[config.mk]
export PLATFORM = sky130hd
export DESIGN_NAME = fptt_front
export DESIGN_NICKNAME = d
export VERILOG_FILES = /design/src/design/fptt_pkg.sv /design/src/design/fptt_front.sv
export SDC_FILE = /design/constraint.sdc
export NUM_CORES = 1
export LEC_CHECK = 0
export ABC_AREA = 1
export BUFFER_PORTS_ARGS = -buffer_cell sky130_fd_sc_hd__clkbuf_2
export CAP_MARGIN = 20
export CELL_PAD_IN_SITES_DETAIL_PLACEMENT = 0
export CELL_PAD_IN_SITES_GLOBAL_PLACEMENT = 1
export CORE_AREA = 4 4 244 246
export DETAILED_ROUTE_END_ITERATION = 16
export DIE_AREA = 0 0 248 250
export PLACE_DENSITY_LB_ADDON = 0.1
export SYNTH_ARGS = -nofsm -noshare
export SYNTH_HDL_FRONTEND = slang
export SYNTH_SLANG_ARGS = --single-unit
[constraint.sdc]
create_clock -name clk -period 4.8 [get_ports clk]
set_input_delay 0.24 -clock clk [delete_from_list [all_inputs] [get_ports clk]]
set_output_delay 0.24 -clock clk [all_outputs]
set_load 0.01 [all_outputs]
[src/design/fptt_pkg.sv]
// fptt_pkg: shared types and codes of the fee priority transaction table.
// Used by the front, queue, back, top level and checker. No dependencies.
package fptt_pkg;

    localparam logic [2:0] FUNC_INSERT = 3'd0;
    localparam logic [2:0] FUNC_ERASE  = 3'd1;
    localparam logic [2:0] FUNC_LOOKUP = 3'd2;
    localparam logic [2:0] FUNC_LIST   = 3'd3;
    localparam logic [2:0] FUNC_COUNTS = 3'd4;

    localparam logic [2:0] STATUS_OK        = 3'd0;
    localparam logic [2:0] STATUS_DUPLICATE = 3'd1;
    localparam logic [2:0] STATUS_NOT_FOUND = 3'd2;
    localparam logic [2:0] STATUS_FULL      = 3'd3;
    localparam logic [2:0] STATUS_EMPTY     = 3'd4;

    // floored inputs/outputs ratio; zero outputs sets the top bit
    localparam logic [16:0] RATIO_MAX = 17'h10000;

    typedef struct packed {
        logic [2:0]  func;
        logic [63:0] id;
        logic [63:0] fee;
        logic [31:0] size;
        logic [63:0] amount;
        logic [16:0] ratio;
        logic [63:0] rtime;
    } cmd_t;

    typedef struct packed {
        logic [63:0] id;
        logic [63:0] fee;
        logic [31:0] size;
        logic [63:0] amount;
        logic [16:0] ratio;
        logic [63:0] rtime;
    } entry_t;

    typedef struct packed {
        logic push;
        cmd_t cmd;
    } push_t;

endpackage

[src/design/fptt_front.sv]
// fptt_front: accepts transactions, drops unknown codes, works out the
// inputs/outputs ratio with a bit-serial divider. Depends on fptt_pkg.
module fptt_front (
    input  logic                 clk,
    input  logic                 rst_n,
    input  logic                 req_valid,
    output logic                 req_stall,
    input  logic [2:0]           func,
    input  logic [63:0]          tx_id,
    input  logic [63:0]          fee,
    input  logic [31:0]          size_bytes,
    input  logic [63:0]          amount,
    input  logic [15:0]          input_count,
    input  logic [15:0]          output_count,
    input  logic [63:0]          receive_time,
    input  logic                 q_full,
    output fptt_pkg::push_t      q_push
);

    typedef enum logic [1:0] {F_IDLE, F_DIV, F_PUSH} fstate_t;

    fstate_t        state_reg;
    fptt_pkg::cmd_t cmd_reg;
    logic [15:0]    rem_reg;
    logic [15:0]    quo_reg;
    logic [15:0]    div_reg;
    logic [3:0]     cnt_reg;
    logic [16:0]    rem_sh;
    logic [15:0]    rem_next;
    logic [15:0]    quo_next;

    always_comb
    begin
        rem_sh = {rem_reg, quo_reg[15]};
        if (rem_sh >= {1'b0, div_reg})
        begin
            rem_next = 16'(rem_sh - {1'b0, div_reg});
            quo_next = {quo_reg[14:0], 1'b1};
        end
        else
        begin
            rem_next = rem_sh[15:0];
            quo_next = {quo_reg[14:0], 1'b0};
        end
    end

    assign req_stall   = (state_reg != F_IDLE);
    assign q_push.push = (state_reg == F_PUSH) && !q_full;
    assign q_push.cmd  = cmd_reg;

    always_ff @(posedge clk or negedge rst_n)
    begin
        if (!rst_n)
        begin
            state_reg <= F_IDLE;
            cmd_reg   <= '0;
            rem_reg   <= '0;
            quo_reg   <= '0;
            div_reg   <= '0;
            cnt_reg   <= '0;
        end
        else
        begin
            unique case (state_reg)
                F_IDLE:
                begin
                    if (req_valid && func <= fptt_pkg::FUNC_COUNTS)
                    begin
                        cmd_reg.func   <= func;
                        cmd_reg.id     <= tx_id;
                        cmd_reg.fee    <= fee;
                        cmd_reg.size   <= size_bytes;
                        cmd_reg.amount <= amount;
                        cmd_reg.rtime  <= receive_time;
                        cmd_reg.ratio  <= fptt_pkg::RATIO_MAX;
                        if (func == fptt_pkg::FUNC_INSERT && output_count != 16'd0)
                        begin
                            rem_reg   <= '0;
                            quo_reg   <= input_count;
                            div_reg   <= output_count;
                            cnt_reg   <= '0;
                            state_reg <= F_DIV;
                        end
                        else
                        begin
                            state_reg <= F_PUSH;
                        end
                    end
                end
                F_DIV:
                begin
                    rem_reg <= rem_next;
                    quo_reg <= quo_next;
                    cnt_reg <= cnt_reg + 4'd1;
                    if (cnt_reg == 4'd15)
                    begin
                        cmd_reg.ratio <= {1'b0, quo_next};
                        state_reg     <= F_PUSH;
                    end
                end
                F_PUSH:
                begin
                    if (!q_full)
                        state_reg <= F_IDLE;
                end
                default:
                    state_reg <= F_IDLE;
            endcase
        end
    end

endmodule

==> impl_metrics.env <==
export IMPL_status="complete, no violations"
export IMPL_synth_ff_type="dfrtp_1"
export IMPL_rsz0062_at_grt="false"
export IMPL_final_common_cell="clkbuf_2"
export IMPL_critical_path_arrival_ns=3.18
export IMPL_setup_tns_ns=0
export IMPL_peakVddDrop_v=0.0002742
export IMPL_wl_per_cell_um=19.16
export IMPL_cts_sinks=362
export IMPL_n_fill_cell=5661
export IMPL_synth_fa_ha_area_share_pct=1.537
export IMPL_drt_wl_total_um=57190
export IMPL_clkSlewWorstSetupHoldPaths_ns=0.05
export IMPL_finalPower_mw=14.68
export IMPL_period_share_pct=56.94
export IMPL_maxSlewHeadroom_pct=30.62
export IMPL_synth_edff_count=0
export IMPL_syn_instance_count=1218
export IMPL_finalSetupViolCount=0
export IMPL_instances_no_fill=2985
export IMPL_synth_xor_area_share_pct=0.4627
export IMPL_hpwl_um=43350
export IMPL_drive_gt1_share_pct=34.99
export IMPL_grt_start_max_net_pins=128
export IMPL_cts_buffer_depth=3
export IMPL_grt_pass1_vias=13483
export IMPL_num_vias=12542
export IMPL_power_density_nw_per_um2=621.8
export IMPL_htreeDepth=2
export IMPL_dp_cells=2581
export IMPL_fin_nets=2527
export IMPL_die_y_um=250
export IMPL_worst_path_max_fanout=113
export IMPL_ios=637
export IMPL_vias_per_cell=4.202
export IMPL_cts_tree="done"
export IMPL_dr_pass1_iters=5
export IMPL_post_cts_buffers=0
export IMPL_synthArstFlopShare_pct=100.0
export IMPL_layout_area_seq_um2=9059
export IMPL_die_area_um2=62000
export IMPL_period_needed_ns=2.733
export IMPL_max_cap_violations=0
export IMPL_critPathRequiredTime_ns=5.24
export IMPL_p_leak_nw=11.72
export IMPL_cts_made_buffers=45
export IMPL_row_count=88
export IMPL_drt_antenna_violating_nets=0
export IMPL_start_util_pct=26.40
export IMPL_place_gp_congestion=0.8265
export IMPL_syn_avg_cell_area_um2=12.43
export IMPL_syn2layout_area_growth_pct=55.87
export IMPL_fmax_mhz=365.9
export IMPL_ys_types=34
export IMPL_core_area_um2=57370
export IMPL_route_detailed_drc=0
export IMPL_cts_root_buf="clkbuf_16"
export IMPL_multiInputGateArea_um2=5331
export IMPL_antenna_found_initial=8
export IMPL_min_path_type="in2reg"
export IMPL_slew_viol_final=0
export IMPL_synth_top_family_by_area="multiplexers"
export IMPL_postSynthRegisterBits=362
export IMPL_synth_mux_area_share_pct=21.49
export IMPL_overflow=0
export IMPL_synth_compound_area_share_pct=1.834
export IMPL_final_core_util_pct=41.15
export IMPL_largest_reg_flops=308
export IMPL_clk_insertion_delay_late_ns=0.57
export IMPL_grtUsageTotal_pct=17.85
export IMPL_seq_area_frac_synth_pct=59.81
export IMPL_synthSimpleGateAreaFrac_pct=9.774
export IMPL_final_cell_mix="635 x clkbuf_2, 362 x dfrtp_1, 319 x dlygate4sd3_1"
export IMPL_worst_pin_slew_ns=1.041
export IMPL_syn_cell_area_um2=15140
export IMPL_worstSetupPathType="in2reg"
export IMPL_io_buffers=636
export IMPL_start_kind="input pin"
export IMPL_drt_initial_drc_count=421
export IMPL_grt_first_pass_wirelength_um=84620
export IMPL_skew_ns=0.01987
export IMPL_endpoint_kind="flip-flop"
export IMPL_die_w_um=248
export IMPL_synth_warnings=0
export IMPL_syn_num_nets=1563
export IMPL_final_hold_violation_count=0
==> synthesized netlist by cell type (2+ instances only) <==
cell	n	area share [%]
nand3b_1	14	0.69
nor2_2	3	0.12
ha_1	17	1.4
clkbuf_1	4	0.099
or2_2	2	0.083
buf_6	31	2.3
buf_1	2	0.050
o21ai_0	28	0.93
a21oi_1	12	0.40
inv_1	88	2.2
buf_2	10	0.33
xor2_1	3	0.17
nand2_1	222	5.5
a31oi_1	2	0.083
nor2_1	47	1.2
nor3_1	2	0.066
mux2_1	236	18
dfrtp_1	362	60
inv_2	4	0.099
nand3_1	47	1.6
nand4_1	7	0.29
xnor2_1	5	0.29
o21ai_1	7	0.23
mux2_2	53	3.9
==> worst max-delay path, stage by stage <==
cell	delay [ns]
dlygate4sd3_1	0.52
clkbuf_2	0.09
inv_1	0.04
nand2_1	0.10
nand2_1	0.06
nand2_1	0.16
inv_2	0.16
nand2_8	0.61
buf_4	0.57
mux2_2	0.40
==> kinds of logic (layout without fill, tap and decap cells) <==
family          after synthesis  in the layout
compound gates               52             52
xor+xnor                      8              8
fa+ha+maj                    18             18
buf+inv                     140           1137
flops                       362            362
mux                         289            289
other cells                   0              5
simple gates                349            349
==> power breakdown <==
group | switching, mW | leakage [nW] | internal (mW)
sequential | 0.813 | 4.29 | 4.56
combinational | 3.46 | 6.76 | 2.61
clock | 1.33 | 0.676 | 1.91
total | 5.60 | 11.7 | 9.08
==> metrics by stage <==
stage	hold WS [ns]	area [um^2]	worst slack [ns]
after floorplan	-0.05559	15140	2.952
after global placement	0.4513	19010	2.048
after detailed placement	0.4464	19010	2.025
after CTS	0.004634	23590	2.099
after global routing	0.04289	23600	1.860
final	0.03778	23610	2.067
==> cell type report <==
cell class              instances  area share (%)
diodes                          5         0.05301
clock buffers                  70           5.513
clock inverters                10          0.3869
inverters                      93           1.479
multi-input cells             716           22.59
flip-flops and latches        362           38.38
well taps                     765           4.055
repair buffers                964           27.55
==> repair_timing <==
item	4_1_cts	5_1_grt
endpoints found under the setup margin	0	0
hold buffers	319	0
gates resized for setup	0	0
hold endpoints to repair	437	0
==> final timing paths <==
path | startpoint | cells after the start | slack, ns | end
min in group asynchronous | rst_n | 2 | 0.38 | q_push[29]$_DFFE_PN0P_
worst max-delay path | func[0] | 10 | 2.07 | q_push[163]$_DFFE_PN0P_
max in group asynchronous | rst_n | 3 | 3.11 | q_push[138]$_DFFE_PN0P_
worst min register to register | q_push[67]$_DFFE_PN0P_ | 2 | 0.47 | q_push[67]$_DFFE_PN0P_
worst min-delay path | input_count[5] | 5 | 0.04 | quo_reg[5]$_DFFE_PN0P_
worst max register to register | state_reg[1]$_DFFE_PN0P_ | 4 | 2.23 | q_push[192]$_DFFE_PN0P_
==> metal layers <==
layer | up-vias | GRT usage [%] | routed length [um]
met5 | - | 0 | 54
met4 | 8 | 5.803 | 1802
met3 | 102 | 5.856 | 4694
met2 | 406 | 31.22 | 28230
met1 | 6048 | 20.53 | 22410
li1 | 5978 | - | -
Power figures use the tool's default switching activity.
