### config.mk
export PLATFORM = sky130hd
export DESIGN_NAME = fptt_queue
export DESIGN_NICKNAME = d
export VERILOG_FILES = /design/src/design/fptt_pkg.sv /design/src/design/fptt_queue.sv
export SDC_FILE = /design/constraint.sdc
export NUM_CORES = 1
export LEC_CHECK = 0
export ABC_AREA = 1
export BUFFER_PORTS_ARGS = -buffer_cell sky130_fd_sc_hd__buf_2
export CORE_AREA = 4 4 261 263
export DETAILED_ROUTE_END_ITERATION = 10
export DIE_AREA = 0 0 265 267
export PLACE_DENSITY_LB_ADDON = 0.15
export SLEW_MARGIN = 10
export SYNTH_ARGS = -nofsm -noshare
export SYNTH_HDL_FRONTEND = slang
export SYNTH_SLANG_ARGS = --single-unit
### constraint.sdc
create_clock -name clk -period 36.5 [get_ports clk]
set_clock_uncertainty 0.05 [all_clocks]
set_input_delay 1.825 -clock clk [delete_from_list [all_inputs] [get_ports clk]]
set_output_delay 1.825 -clock clk [all_outputs]
set_load 0.02 [all_outputs]
### src/design/fptt_pkg.sv
// fptt_pkg: shared types and codes of the fee priority transaction table.
// Used by the front, queue, back, top level and checker. No dependencies.
package fptt_pkg;

    localparam logic [2:0] FUNC_INSERT = 3'd0;
    localparam logic [2:0] FUNC_ERASE  = 3'd1;
    localparam logic [2:0] FUNC_LOOKUP = 3'd2;
    localparam logic [2:0] FUNC_LIST   = 3'd3;
    localparam logic [2:0] FUNC_COUNTS = 3'd4;

    localparam logic [2:0] STATUS_OK        = 3'd0;
    localparam logic [2:0] STATUS_DUPLICATE = 3'd1;
    localparam logic [2:0] STATUS_NOT_FOUND = 3'd2;
    localparam logic [2:0] STATUS_FULL      = 3'd3;
    localparam logic [2:0] STATUS_EMPTY     = 3'd4;

    // floored inputs/outputs ratio; zero outputs sets the top bit
    localparam logic [16:0] RATIO_MAX = 17'h10000;

    typedef struct packed {
        logic [2:0]  func;
        logic [63:0] id;
        logic [63:0] fee;
        logic [31:0] size;
        logic [63:0] amount;
        logic [16:0] ratio;
        logic [63:0] rtime;
    } cmd_t;

    typedef struct packed {
        logic [63:0] id;
        logic [63:0] fee;
        logic [31:0] size;
        logic [63:0] amount;
        logic [16:0] ratio;
        logic [63:0] rtime;
    } entry_t;

    typedef struct packed {
        logic push;
        cmd_t cmd;
    } push_t;

endpackage

### src/design/fptt_queue.sv
// fptt_queue: two-entry command queue between front and back.
// Depends on fptt_pkg.
module fptt_queue (
    input  logic               clk,
    input  logic               rst_n,
    input  fptt_pkg::push_t    q_push,
    output logic               q_full,
    output logic               q_valid,
    output fptt_pkg::cmd_t     q_cmd,
    input  logic               q_pop
);

    fptt_pkg::cmd_t slot_reg [2];
    logic           wr_ptr_reg;
    logic           rd_ptr_reg;
    logic [1:0]     count_reg;

    assign q_full  = (count_reg == 2'd2);
    assign q_valid = (count_reg != 2'd0);
    assign q_cmd   = slot_reg[rd_ptr_reg];

    always_ff @(posedge clk)
    begin
        if (q_push.push)
            slot_reg[wr_ptr_reg] <= q_push.cmd;
    end

    always_ff @(posedge clk or negedge rst_n)
    begin
        if (!rst_n)
        begin
            wr_ptr_reg <= 1'b0;
            rd_ptr_reg <= 1'b0;
            count_reg  <= 2'd0;
        end
        else
        begin
            if (q_push.push)
                wr_ptr_reg <= !wr_ptr_reg;
            if (q_pop)
                rd_ptr_reg <= !rd_ptr_reg;
            if (q_push.push && !q_pop)
                count_reg <= count_reg + 2'd1;
            else if (q_pop && !q_push.push)
                count_reg <= count_reg - 2'd1;
        end
    end

endmodule

==> run_summary.xml, run 1 <==
<?xml version="1.0" encoding="UTF-8"?>
<metrics>
  <group name="cells_and_area">
    <metric name="fillers" unit="">5871</metric>
    <metric name="drive_above_1_share" unit="">0.604</metric>
    <metric name="finish.cell_count_without_fillers" unit="">2582</metric>
    <metric name="utilization" unit="">0.442</metric>
    <metric name="post-route-cell-area" unit="mm²">0.0290</metric>
    <metric name="final_common_cell" unit="">buf_2</metric>
    <metric name="finish.net_count" unit="">1961</metric>
    <metric name="layout-area-overhead-vs-synth" unit="%">27.2</metric>
    <metric name="most_frequent_cells_in_the_layout" unit="">buf_2 (621), edfxtp_1 (616), mux2_2 (208)</metric>
    <metric name="largest_reg_flops" unit="">616</metric>
  </group>
  <group name="clock_tree">
    <metric name="cts-buffers-inserted" unit="">68</metric>
    <metric name="htree_num_levels" unit="">3</metric>
    <metric name="post_cts_hold_buffer_count" unit="">0</metric>
    <metric name="cts_sinks" unit="">620</metric>
    <metric name="cts.root.buffer_cell" unit="">clkbuf_16</metric>
    <metric name="tritoncts" unit="">built</metric>
    <metric name="cts.repair_timing.setup_buffer_count" unit="">0</metric>
    <metric name="clockBufferDepth" unit="">3</metric>
    <metric name="post_cts_resize_count" unit="">0</metric>
    <metric name="cts.clk_slew.worst_paths" unit="ns">0.06</metric>
    <metric name="clock_latency" unit="ns">0.57</metric>
  </group>
  <group name="timing">
    <metric name="finalHoldWorstSlack" unit="ns">0.425</metric>
    <metric name="final_hold_viol_count" unit="">0</metric>
    <metric name="worst_slew_margin" unit="">0.223</metric>
    <metric name="finalSetupViolCount" unit="">0</metric>
    <metric name="fin_tns_setup" unit="ns">0</metric>
    <metric name="final-max-slew-violation-count" unit="">0</metric>
    <metric name="worst_slack" unit="ns">30.85</metric>
    <metric name="max_freq" unit="MHz">177</metric>
    <metric name="grt_setup_unrepaired" unit="">false</metric>
    <metric name="final_min_period_over_clock_period" unit="">0.155</metric>
    <metric name="tightest_slew" unit="ns">1.17</metric>
    <metric name="layout_min_cycle_time" unit="ns">5.65</metric>
  </group>
  <group name="placed_design">
    <metric name="placed_cell_area" unit="mm²">0.0269</metric>
    <metric name="dp_worst_setup_slack" unit="ns">31.45</metric>
    <metric name="gp_congestion" unit="">0.822</metric>
    <metric name="portBuffers" unit="">621</metric>
    <metric name="placedCellCount" unit="">2442</metric>
    <metric name="dp.final_hpwl" unit="µm">40400</metric>
  </group>
  <group name="setup_path">
    <metric name="critical_path.startpoint_type" unit="">flip-flop</metric>
    <metric name="max_stage_delay" unit="ns">0.89</metric>
    <metric name="worst_reg_to_reg_path_cell_count" unit="">3</metric>
    <metric name="critical_path.endpoint_type" unit="">output pin</metric>
    <metric name="worst_ep_arrival" unit="ns">3.77</metric>
    <metric name="cpMaxStageDelayCell" unit="">buf_4</metric>
    <metric name="cpMostUsedCell" unit="">buf_4</metric>
    <metric name="timing.critical_path.cells" unit="">buf_4, buf_4, mux2_2, buf_2</metric>
    <metric name="cp_max_fo" unit="">76</metric>
    <metric name="critical_path_class" unit="">flip-flop to output pin</metric>
    <metric name="worst-endpoint-required" unit="ns">34.62</metric>
  </group>
  <group name="detailed_routing">
    <metric name="postRouteAntennaNets" unit="">0</metric>
    <metric name="route.vias.total" unit="">11700</metric>
    <metric name="route.final.wire_length" unit="µm">57600</metric>
    <metric name="initialDrtViolationCount" unit="">658</metric>
    <metric name="drt_pre_antenna_iters" unit="">7</metric>
    <metric name="average_wire_per_standard_cell" unit="µm">22.3</metric>
    <metric name="vias_per_cell" unit="">4.53</metric>
    <metric name="route.detailed.drc" unit="">0</metric>
  </group>
  <group name="floorplan">
    <metric name="die_h" unit="µm">267</metric>
    <metric name="floorplan.die_area" unit="mm²">0.0708</metric>
    <metric name="floorplan.io_pins" unit="">622</metric>
    <metric name="core_area" unit="mm²">0.0656</metric>
    <metric name="placement_rows" unit="">94</metric>
    <metric name="initial_utilization" unit="">0.347</metric>
    <metric name="dieWidth" unit="µm">265</metric>
  </group>
  <group name="synth">
    <metric name="post_synthesis_cell_area" unit="mm²">0.0228</metric>
    <metric name="synth_cell_types" unit="">15</metric>
    <metric name="synth_seq_area_share" unit="">0.816</metric>
    <metric name="dominant_combinational_cell_family_by_area_after_synthesis" unit="">multiplexers</metric>
    <metric name="synth.ff_latch_count" unit="">620</metric>
    <metric name="synth-xor-area-share" unit="">0.00115</metric>
    <metric name="synth_fp_nets" unit="">1296</metric>
    <metric name="syn-instance-count" unit="">983</metric>
    <metric name="post_synth_simple_gate_area" unit="">0.00181</metric>
    <metric name="synth_adder_area_share" unit="">0.000549</metric>
    <metric name="ys_warn_count" unit="">0</metric>
    <metric name="synthMuxAreaShare" unit="">0.169</metric>
    <metric name="syn_avg_cell_area" unit="µm²">23.2</metric>
    <metric name="synth-compound-area-share" unit="">0</metric>
  </group>
  <group name="pwr">
    <metric name="power.static_leakage" unit="nW">11.0</metric>
    <metric name="clock_power_share" unit="">0.266</metric>
    <metric name="power.density" unit="mW/mm²">82.9</metric>
    <metric name="sequential_fraction_of_design_power" unit="">0.411</metric>
    <metric name="pwr-share-comb" unit="">0.323</metric>
    <metric name="switching_share" unit="">0.324</metric>
    <metric name="fin_total_pwr" unit="mW">2.40</metric>
    <metric name="p_sw" unit="mW">0.778</metric>
    <metric name="p_int" unit="mW">1.62</metric>
    <metric name="worst_ir_drop_vdd" unit="mV">0.0938</metric>
  </group>
  <group name="global_routing">
    <metric name="via_count_of_the_first_global_routing_pass" unit="">12700</metric>
    <metric name="gr-usage-all-layers" unit="">0.156</metric>
    <metric name="grt_first_pass_wirelength" unit="µm">81700</metric>
    <metric name="pin_count_of_the_biggest_net_entering_global_routing" unit="">155</metric>
    <metric name="grt-ovfl-total" unit="">0</metric>
    <metric name="grt_antenna_before_repair" unit="">31</metric>
  </group>
  <group name="worst_hold_path">
    <metric name="hold_path_depth" unit="">2</metric>
    <metric name="worst_hold_path_type" unit="">flip-flop to flip-flop</metric>
  </group>
  <group name="status">
    <metric name="run_status" unit="">complete, no violations</metric>
  </group>
  <group name="run">
    <metric name="cap_violations" unit="">0</metric>
  </group>
</metrics>
## cell type report
cell class | instances | area, µm² | share of cell area
diodes | 17 | 42.5 | 0.00147
clock buffers | 93 | 1860 | 0.0641
flip-flops and latches | 620 | 18600 | 0.642
clock inverters | 30 | 233 | 0.00803
well taps | 864 | 1080 | 0.0373
repair buffers | 629 | 3210 | 0.111
multi-input cells | 322 | 3930 | 0.136
inverters | 7 | 33.8 | 0.00117
## synth_stat cells
cell      count  area share
buf_2        22      0.0048
buf_4         1     0.00033
buf_6        11      0.0054
dfrtp_1       4      0.0044
edfxtp_1    616        0.81
ha_1          1     0.00055
inv_1         7      0.0012
mux2_2      208        0.10
mux2_4      100       0.066
nand2_1       6     0.00099
nand3_1       1     0.00022
nand4_1       1     0.00027
nor2_1        2     0.00033
xnor2_1       1     0.00038
xor2_1        2     0.00077
## worst paths after layout
| check | startpoint | to | slack, ns |
|---|---|---|---|
| max | rd_ptr_reg | q_cmd[303] | 30.85 |
| min | count_reg[1] | count_reg[1] | 0.42 |
| max reg2reg | wr_ptr_reg | slot_reg[0][285] | 33.15 |
| min reg2reg | count_reg[1] | count_reg[1] | 0.42 |
| max in group asynchronous | rst_n | rd_ptr_reg | 35.25 |
| min in group asynchronous | rst_n | rd_ptr_reg | 1.00 |
## power by group through the flow
stage | clock network (mW) | logic, mW | registers, mW
2_1_floorplan | 0 | 0.546 | 1.04
3_3_place_gp | 0 | 0.793 | 1.00
3_5_place_dp | 0 | 0.792 | 1.00
4_1_cts | 0.662 | 0.795 | 0.988
5_1_grt | 0.697 | 0.828 | 0.997
6_report | 0.639 | 0.777 | 0.986
## routing by layer
metal	global-route usage	part of all wire	up-vias
met5	0	0.0025	-
met4	0.0624	0.030	24
met3	0.0716	0.10	124
met2	0.267	0.51	477
met1	0.167	0.36	5783
li1	-	-	5285
## worst max-delay path, delay by kind of cell (launching register included)
| family | cells | cell delay (ns) |
|---|---|---|
| muxes | 1 | 0.43 |
| DFF | 1 | 0.66 |
| buffers and inverters | 3 | 1.88 |
## cells by family (layout without fill, tap and decap cells)
| family | count (synthesis) | count (layout) |
|---|---|---|
| buf+inv | 41 | 759 |
| xor+xnor | 3 | 3 |
| fa+ha+maj | 1 | 1 |
| other cells | 0 | 17 |
| simple gates | 10 | 10 |
| mux | 308 | 308 |
| flops | 620 | 620 |
(Power assumes the default switching activity.)
==> run 2: changes to the inputs <==
Settings changed: ABC_AREA 1 to 0.
Clock period 36.5 ns to 5 ns, I/O delays scaled along.
==> run 2 against run 1 <==
Core utilization increased by 4.9 points. Cell count increased by 11%. Largest power group unchanged. Global-route usage increased by 0.094 points. Sequential cell count unchanged. Die area unchanged.
==> run_summary.xml, run 2 <==
<?xml version="1.0" encoding="UTF-8"?>
<metrics>
  <group name="synth">
    <metric name="synth.top_cells.by_area" unit="">edfxtp_1 (81%), mux2_2 (10%), mux2_4 (6.6%), buf_8 (0.66%), buf_2 (0.48%)</metric>
    <metric name="synth_async_sr_flop_share" unit="">0.00645</metric>
    <metric name="synth_fp_nets" unit="">1287</metric>
    <metric name="cell_with_the_most_instances_after_synthesis" unit="">edfxtp_1</metric>
    <metric name="post_synth_most_frequent_cells" unit="">edfxtp_1 (616), mux2_2 (208), mux2_4 (100)</metric>
    <metric name="syn_avg_cell_area" unit="µm²">23.4</metric>
    <metric name="synth_flop_cell" unit="">edfxtp_1</metric>
    <metric name="cell_type_with_the_largest_total_area_after_synthesis" unit="">edfxtp_1</metric>
    <metric name="synth.ff_latch_count" unit="">620</metric>
    <metric name="synth_seq_area_share" unit="">0.815</metric>
    <metric name="ys_warn_count" unit="">0</metric>
    <metric name="synth_enable_flop_cells" unit="">616</metric>
    <metric name="post_synthesis_cell_area" unit="mm²">0.0228</metric>
    <metric name="synth_cell_types" unit="">16</metric>
    <metric name="yosys.area.top_type_share" unit="">0.811</metric>
    <metric name="syn-instance-count" unit="">974</metric>
  </group>
  <group name="timing">
    <metric name="final-max-slew-violation-count" unit="">0</metric>
    <metric name="finalSetupViolCount" unit="">0</metric>
    <metric name="grt_setup_unrepaired" unit="">false</metric>
    <metric name="fin_tns_setup" unit="ns">0</metric>
    <metric name="worst_slew_margin" unit="">0.277</metric>
    <metric name="worst_slack" unit="ns">1.93</metric>
    <metric name="max_freq" unit="MHz">326</metric>
    <metric name="final_hold_viol_count" unit="">0</metric>
    <metric name="tightest_slew" unit="ns">1.08</metric>
    <metric name="final_min_period_over_clock_period" unit="">0.613</metric>
    <metric name="layout_min_cycle_time" unit="ns">3.07</metric>
  </group>
  <group name="detailed_routing">
    <metric name="drt_pre_antenna_iters" unit="">4</metric>
    <metric name="route.final.wire_length" unit="µm">57600</metric>
    <metric name="route.vias.total" unit="">12700</metric>
    <metric name="route.detailed.drc" unit="">0</metric>
    <metric name="average_wire_per_standard_cell" unit="µm">20.0</metric>
    <metric name="postRouteAntennaNets" unit="">0</metric>
    <metric name="vias_per_cell" unit="">4.43</metric>
    <metric name="initialDrtViolationCount" unit="">695</metric>
  </group>
  <group name="clock_tree">
    <metric name="cts-buffers-inserted" unit="">68</metric>
    <metric name="tritoncts" unit="">built</metric>
    <metric name="cts.root.buffer_cell" unit="">clkbuf_16</metric>
    <metric name="htree_num_levels" unit="">3</metric>
    <metric name="cts.clk_slew.worst_paths" unit="ns">0.06</metric>
    <metric name="cts_sinks" unit="">620</metric>
    <metric name="clock_latency" unit="ns">0.57</metric>
    <metric name="cts.repair_timing.setup_buffer_count" unit="">0</metric>
    <metric name="clockBufferDepth" unit="">3</metric>
  </group>
  <group name="cells_and_area">
    <metric name="utilization" unit="">0.491</metric>
    <metric name="largest_reg_flops" unit="">616</metric>
    <metric name="finish.net_count" unit="">2272</metric>
    <metric name="layout-area-overhead-vs-synth" unit="%">41.2</metric>
    <metric name="drive_above_1_share" unit="">0.514</metric>
    <metric name="final_common_cell" unit="">buf_2</metric>
    <metric name="most_frequent_cells_in_the_layout" unit="">buf_2 (621), edfxtp_1 (616), dlygate4sd3_1 (312)</metric>
    <metric name="finish.cell_count_without_fillers" unit="">2878</metric>
  </group>
  <group name="setup_path">
    <metric name="critical_path.endpoint_type" unit="">output pin</metric>
    <metric name="cp_max_fo" unit="">58</metric>
    <metric name="critical_path.startpoint_type" unit="">flip-flop</metric>
    <metric name="worst-path-buf-inv" unit="">2</metric>
    <metric name="critical_path_class" unit="">flip-flop to output pin</metric>
    <metric name="worst-endpoint-required" unit="ns">4.70</metric>
    <metric name="cpMaxStageDelayCell" unit="">dfrtp_4</metric>
    <metric name="timing.critical_path.cells" unit="">buf_4, mux2_2, buf_2</metric>
    <metric name="worst_ep_arrival" unit="ns">2.77</metric>
    <metric name="max_stage_delay" unit="ns">1.06</metric>
    <metric name="timing.critical_path.max_delay_family" unit="">flip-flops</metric>
  </group>
  <group name="floorplan">
    <metric name="dieWidth" unit="µm">265</metric>
    <metric name="floorplan.die_area" unit="mm²">0.0708</metric>
    <metric name="core_area" unit="mm²">0.0656</metric>
    <metric name="floorplan.io_pins" unit="">622</metric>
    <metric name="initial_utilization" unit="">0.348</metric>
    <metric name="die_h" unit="µm">267</metric>
    <metric name="placement_rows" unit="">94</metric>
  </group>
  <group name="placed_design">
    <metric name="gp_congestion" unit="">0.784</metric>
    <metric name="portBuffers" unit="">621</metric>
    <metric name="dp.final_hpwl" unit="µm">38900</metric>
    <metric name="dp_worst_setup_slack" unit="ns">2.46</metric>
    <metric name="placedCellCount" unit="">2441</metric>
  </group>
  <group name="run">
    <metric name="cap_violations" unit="">0</metric>
  </group>
  <group name="pwr">
    <metric name="power.static_leakage" unit="nW">12.4</metric>
    <metric name="worst_ir_drop_vdd" unit="mV">0.402</metric>
    <metric name="fin_total_pwr" unit="mW">17.9</metric>
    <metric name="power.density" unit="mW/mm²">556</metric>
    <metric name="sequential_fraction_of_design_power" unit="">0.403</metric>
    <metric name="pwr-share-comb" unit="">0.332</metric>
    <metric name="switching_share" unit="">0.325</metric>
    <metric name="clock_power_share" unit="">0.266</metric>
    <metric name="p_sw" unit="mW">5.83</metric>
    <metric name="p_int" unit="mW">12.1</metric>
  </group>
  <group name="global_routing">
    <metric name="grt_first_pass_wirelength" unit="µm">84600</metric>
    <metric name="grt.met3_usage" unit="">0.0542</metric>
    <metric name="grt_antenna_before_repair" unit="">6</metric>
    <metric name="pin_count_of_the_biggest_net_entering_global_routing" unit="">156</metric>
    <metric name="via_count_of_the_first_global_routing_pass" unit="">14100</metric>
    <metric name="groute.layer.met1.usage" unit="">0.179</metric>
    <metric name="groute.layer.met2.usage" unit="">0.275</metric>
    <metric name="grt-ovfl-total" unit="">0</metric>
    <metric name="grt_most_used_layer" unit="">met2</metric>
    <metric name="gr-usage-all-layers" unit="">0.156</metric>
  </group>
  <group name="worst_hold_path">
    <metric name="worst_hold_path_type" unit="">primary input to flip-flop</metric>
  </group>
  <group name="status">
    <metric name="run_status" unit="">complete, no violations</metric>
  </group>
</metrics>
-- run 2: changes by cell type after synthesis, sizes merged --
cell,change
nand4,-1
nand2,-6
inv,-6
or2,+1
and2,+1
nor2,-1
nor2b,+2
xor2,+2
nand3,-1
-- run 2: repair_timing --
action | CTS | global route
resized for setup | 0 | 0
endpoints found under the hold margin | 622 | 0
hold buffers | 312 | 0
-- run 2: routing by layer --
metal  share of wire  up-vias
met5         0.00028        -
met4           0.028        4
met3           0.083      104
met2            0.51      454
li1                -     5902
met1            0.38     6284
-- run 2: worst register-to-register path, delay by kind of cell, from the launching register on --
family	cells	cell delay [ns]
AND/OR/NAND/NOR	1	0.79
buffers and inverters	1	0.62
flip-flops	1	0.41
-- run 2: through the flow --
step | hold slack, ns | area [µm²]
after floorplan | -0.0956 | 22800
after global placement | 0.00967 | 27000
after detailed placement | 0.0133 | 27000
after CTS | 0.265 | 32200
after global routing | 0.299 | 32200
final | 0.324 | 32200
-- run 2: cell type report --
class,count,area [µm²]
clock inverters,35,335
well taps,864,1080
fillers,5628,33400
diodes,4,10.0
clock buffers,86,1790
inverters,1,3.75
flip-flops and latches,620,18600
multi-input cells,319,3940
repair buffers,949,6450
-- run 2: worst paths after layout --
path                                    from               end  slack [ns]  depth (start not counted)
worst max-delay path              rd_ptr_reg        q_cmd[144]        1.93                          3
worst min-delay path              q_push[85]   slot_reg[1][85]        0.32                          2
worst max register to register    wr_ptr_reg  slot_reg[1][291]        2.74                          2
worst min register to register  count_reg[1]      count_reg[1]        0.43                          1
max in group asynchronous              rst_n        rd_ptr_reg        4.13                          3
min in group asynchronous              rst_n      count_reg[1]        0.57                          3
-- run 2: cells by family after synthesis --
family / share of synthesized area
muxes: 0.169
and+or+nand+nor: 0.00126
xor gates and xnor gates: 0.00192
adders and majority gates: 0.000548
buffers and inverters: 0.0124
DFF: 0.815
-- run 2: power by group through the flow --
stage | combinational (mW) | sequential, mW | clock, mW
CTS | 6.10 | 7.23 | 4.92
finish | 5.95 | 7.21 | 4.76
detailed placement | 5.87 | 7.33 | 0
global placement | 5.87 | 7.30 | 0
floorplan | 4.03 | 7.31 | 0
global route | 6.30 | 7.31 | 5.16
==> run 3: changes to the inputs <==
Clock period 5 ns to 3.2 ns, I/O delays scaled along.
==> run 3 against run 2 <==
Critical path depth up 1. Via count increased by 0.82%. Cell count grew 0.49%. Sequential share of layout area decreased by 0.34 points. Routed wire length grew 1.7%.
==> run_summary.xml, run 3 (same netlist as run 2, synthesis figures left out) <==
<?xml version="1.0" encoding="UTF-8"?>
<metrics>
  <group name="status">
    <metric name="run_status" unit="">complete, no violations</metric>
  </group>
  <group name="floorplan">
    <metric name="floorplan.die_area" unit="mm²">0.0708</metric>
    <metric name="dieWidth" unit="µm">265</metric>
    <metric name="core_area" unit="mm²">0.0656</metric>
    <metric name="floorplan.io_pins" unit="">622</metric>
    <metric name="initial_utilization" unit="">0.348</metric>
    <metric name="die_h" unit="µm">267</metric>
    <metric name="placement_rows" unit="">94</metric>
  </group>
  <group name="timing">
    <metric name="worst_slew_margin" unit="">0.564</metric>
    <metric name="max_freq" unit="MHz">366</metric>
    <metric name="final_min_period_over_clock_period" unit="">0.853</metric>
    <metric name="final_hold_viol_count" unit="">0</metric>
    <metric name="final-max-slew-violation-count" unit="">0</metric>
    <metric name="layout_min_cycle_time" unit="ns">2.73</metric>
    <metric name="finalSetupViolCount" unit="">0</metric>
    <metric name="tightest_slew" unit="ns">0.654</metric>
    <metric name="grt_setup_unrepaired" unit="">false</metric>
  </group>
  <group name="clock_tree">
    <metric name="clock_latency" unit="ns">0.59</metric>
    <metric name="htree_num_levels" unit="">3</metric>
    <metric name="clockBufferDepth" unit="">3</metric>
    <metric name="cts.clk_slew.worst_paths" unit="ns">0.06</metric>
    <metric name="cts.root.buffer_cell" unit="">clkbuf_16</metric>
    <metric name="cts-buffers-inserted" unit="">68</metric>
    <metric name="tritoncts" unit="">built</metric>
    <metric name="cts.repair_timing.setup_buffer_count" unit="">0</metric>
    <metric name="cts_sinks" unit="">620</metric>
    <metric name="post_cts_resize_count" unit="">0</metric>
  </group>
  <group name="detailed_routing">
    <metric name="vias_per_cell" unit="">4.44</metric>
    <metric name="initialDrtViolationCount" unit="">730</metric>
    <metric name="route.detailed.drc" unit="">0</metric>
    <metric name="average_wire_per_standard_cell" unit="µm">20.3</metric>
    <metric name="postRouteAntennaNets" unit="">0</metric>
    <metric name="route.final.wire_length" unit="µm">58600</metric>
    <metric name="drt_pre_antenna_iters" unit="">6</metric>
    <metric name="route.vias.total" unit="">12900</metric>
  </group>
  <group name="global_routing">
    <metric name="grt_first_pass_wirelength" unit="µm">85700</metric>
    <metric name="grt-ovfl-total" unit="">0</metric>
    <metric name="groute.layer.met1.usage" unit="">0.183</metric>
    <metric name="pin_count_of_the_biggest_net_entering_global_routing" unit="">83</metric>
    <metric name="grt_most_used_layer" unit="">met2</metric>
    <metric name="gr-usage-all-layers" unit="">0.159</metric>
    <metric name="grt.met3_usage" unit="">0.0579</metric>
    <metric name="via_count_of_the_first_global_routing_pass" unit="">14000</metric>
    <metric name="grt_antenna_before_repair" unit="">4</metric>
    <metric name="groute.layer.met2.usage" unit="">0.279</metric>
  </group>
  <group name="cells_and_area">
    <metric name="post-route-cell-area" unit="mm²">0.0324</metric>
    <metric name="finish.net_count" unit="">2288</metric>
    <metric name="utilization" unit="">0.494</metric>
    <metric name="final_common_cell" unit="">buf_2</metric>
    <metric name="fillers" unit="">5611</metric>
    <metric name="largest_reg_flops" unit="">616</metric>
    <metric name="layout-area-overhead-vs-synth" unit="%">42.1</metric>
    <metric name="most_frequent_cells_in_the_layout" unit="">buf_2 (621), edfxtp_1 (616), dlygate4sd3_1 (312)</metric>
    <metric name="drive_above_1_share" unit="">0.520</metric>
  </group>
  <group name="worst_hold_path">
    <metric name="worst_hold_path_type" unit="">primary input to flip-flop</metric>
  </group>
  <group name="setup_path">
    <metric name="critical_path.endpoint_type" unit="">output pin</metric>
    <metric name="worst_ep_arrival" unit="ns">2.52</metric>
    <metric name="critical_path_class" unit="">flip-flop to output pin</metric>
    <metric name="worst-endpoint-required" unit="ns">2.99</metric>
    <metric name="cp_max_fo" unit="">31</metric>
    <metric name="critical_path.startpoint_type" unit="">flip-flop</metric>
    <metric name="reg2reg_setup_slack" unit="ns">1.24</metric>
  </group>
  <group name="pwr">
    <metric name="worst_ir_drop_vdd" unit="mV">0.736</metric>
    <metric name="power.density" unit="mW/mm²">869</metric>
    <metric name="power.static_leakage" unit="nW">12.5</metric>
  </group>
  <group name="placed_design">
    <metric name="dp.final_hpwl" unit="µm">41500</metric>
    <metric name="gp_congestion" unit="">0.788</metric>
    <metric name="portBuffers" unit="">621</metric>
    <metric name="placed_cell_area" unit="mm²">0.0271</metric>
  </group>
  <group name="run">
    <metric name="cap_violations" unit="">0</metric>
  </group>
</metrics>
run 3: final timing paths:
kind | startpoint | endpoint | cells past startpoint
max in group asynchronous | rst_n | rd_ptr_reg | 3
min in group asynchronous | rst_n | rd_ptr_reg | 3
hold / removal | q_push[133] | slot_reg[1][133] | 2
setup reg to reg | wr_ptr_reg | slot_reg[1][17] | 2
setup / recovery | rd_ptr_reg | q_cmd[143] | 4
hold reg to reg | count_reg[1] | count_reg[1] | 1
run 3: where the power goes:
| part | internal (mW) | switching, mW |
|---|---|---|
| combinational | 3.91 | 5.60 |
| clock | 4.40 | 3.06 |
| sequential | 10.8 | 0.418 |
run 3: area by class of cell:
type | instances | area [µm²] | share of cell area
Inverter | 1 | 3.75 | 0.000116
Sequential cell | 620 | 18600 | 0.574
Timing Repair Buffer | 965 | 6650 | 0.205
Clock buffer | 82 | 1750 | 0.0541
Multi-Input combinational cell | 319 | 3940 | 0.122
Tap cell | 864 | 1080 | 0.0334
Antenna cell | 2 | 5.00 | 0.000154
Clock inverter | 39 | 370 | 0.0114
run 3: per-layer routing:
metal | part of all wire | up-vias
met1 | 0.38 | 6367
met3 | 0.089 | 90
met4 | 0.024 | 2
met5 | 0.00020 | -
li1 | - | 5923
met2 | 0.51 | 471
run 3: worst max-delay path, cell delays in order (launching register included):
cell     delay [ns]
dfrtp_4        0.72
buf_12         0.27
buf_4          0.34
mux2_2         0.37
buf_2          0.16
run 3: timing repair:
| action | in CTS | in global routing |
|---|---|---|
| setup endpoints to repair | 0 | 0 |
| hold buffers | 312 | 0 |
| endpoints found under the hold margin | 623 | 0 |
run 3: per-stage QoR:
| stage | setup slack (ns) | power (mW) | hold slack (ns) | setup TNS [ns] | cells |
|---|---|---|---|---|---|
| after global placement | 1.04 | 20.7 | -0.0767 | 0 | 2457 |
| after floorplan | -2.27 | 17.7 | -0.186 | -1161.09 | 974 |
| after detailed placement | 1.04 | 20.8 | -0.0748 | 0 | 2457 |
| after global routing | 0.328 | 29.5 | 0.209 | 0 | 2891 |
| final | 0.469 | 28.2 | 0.240 | 0 | 2892 |
| after CTS | 0.370 | 28.7 | 0.190 | 0 | 2890 |
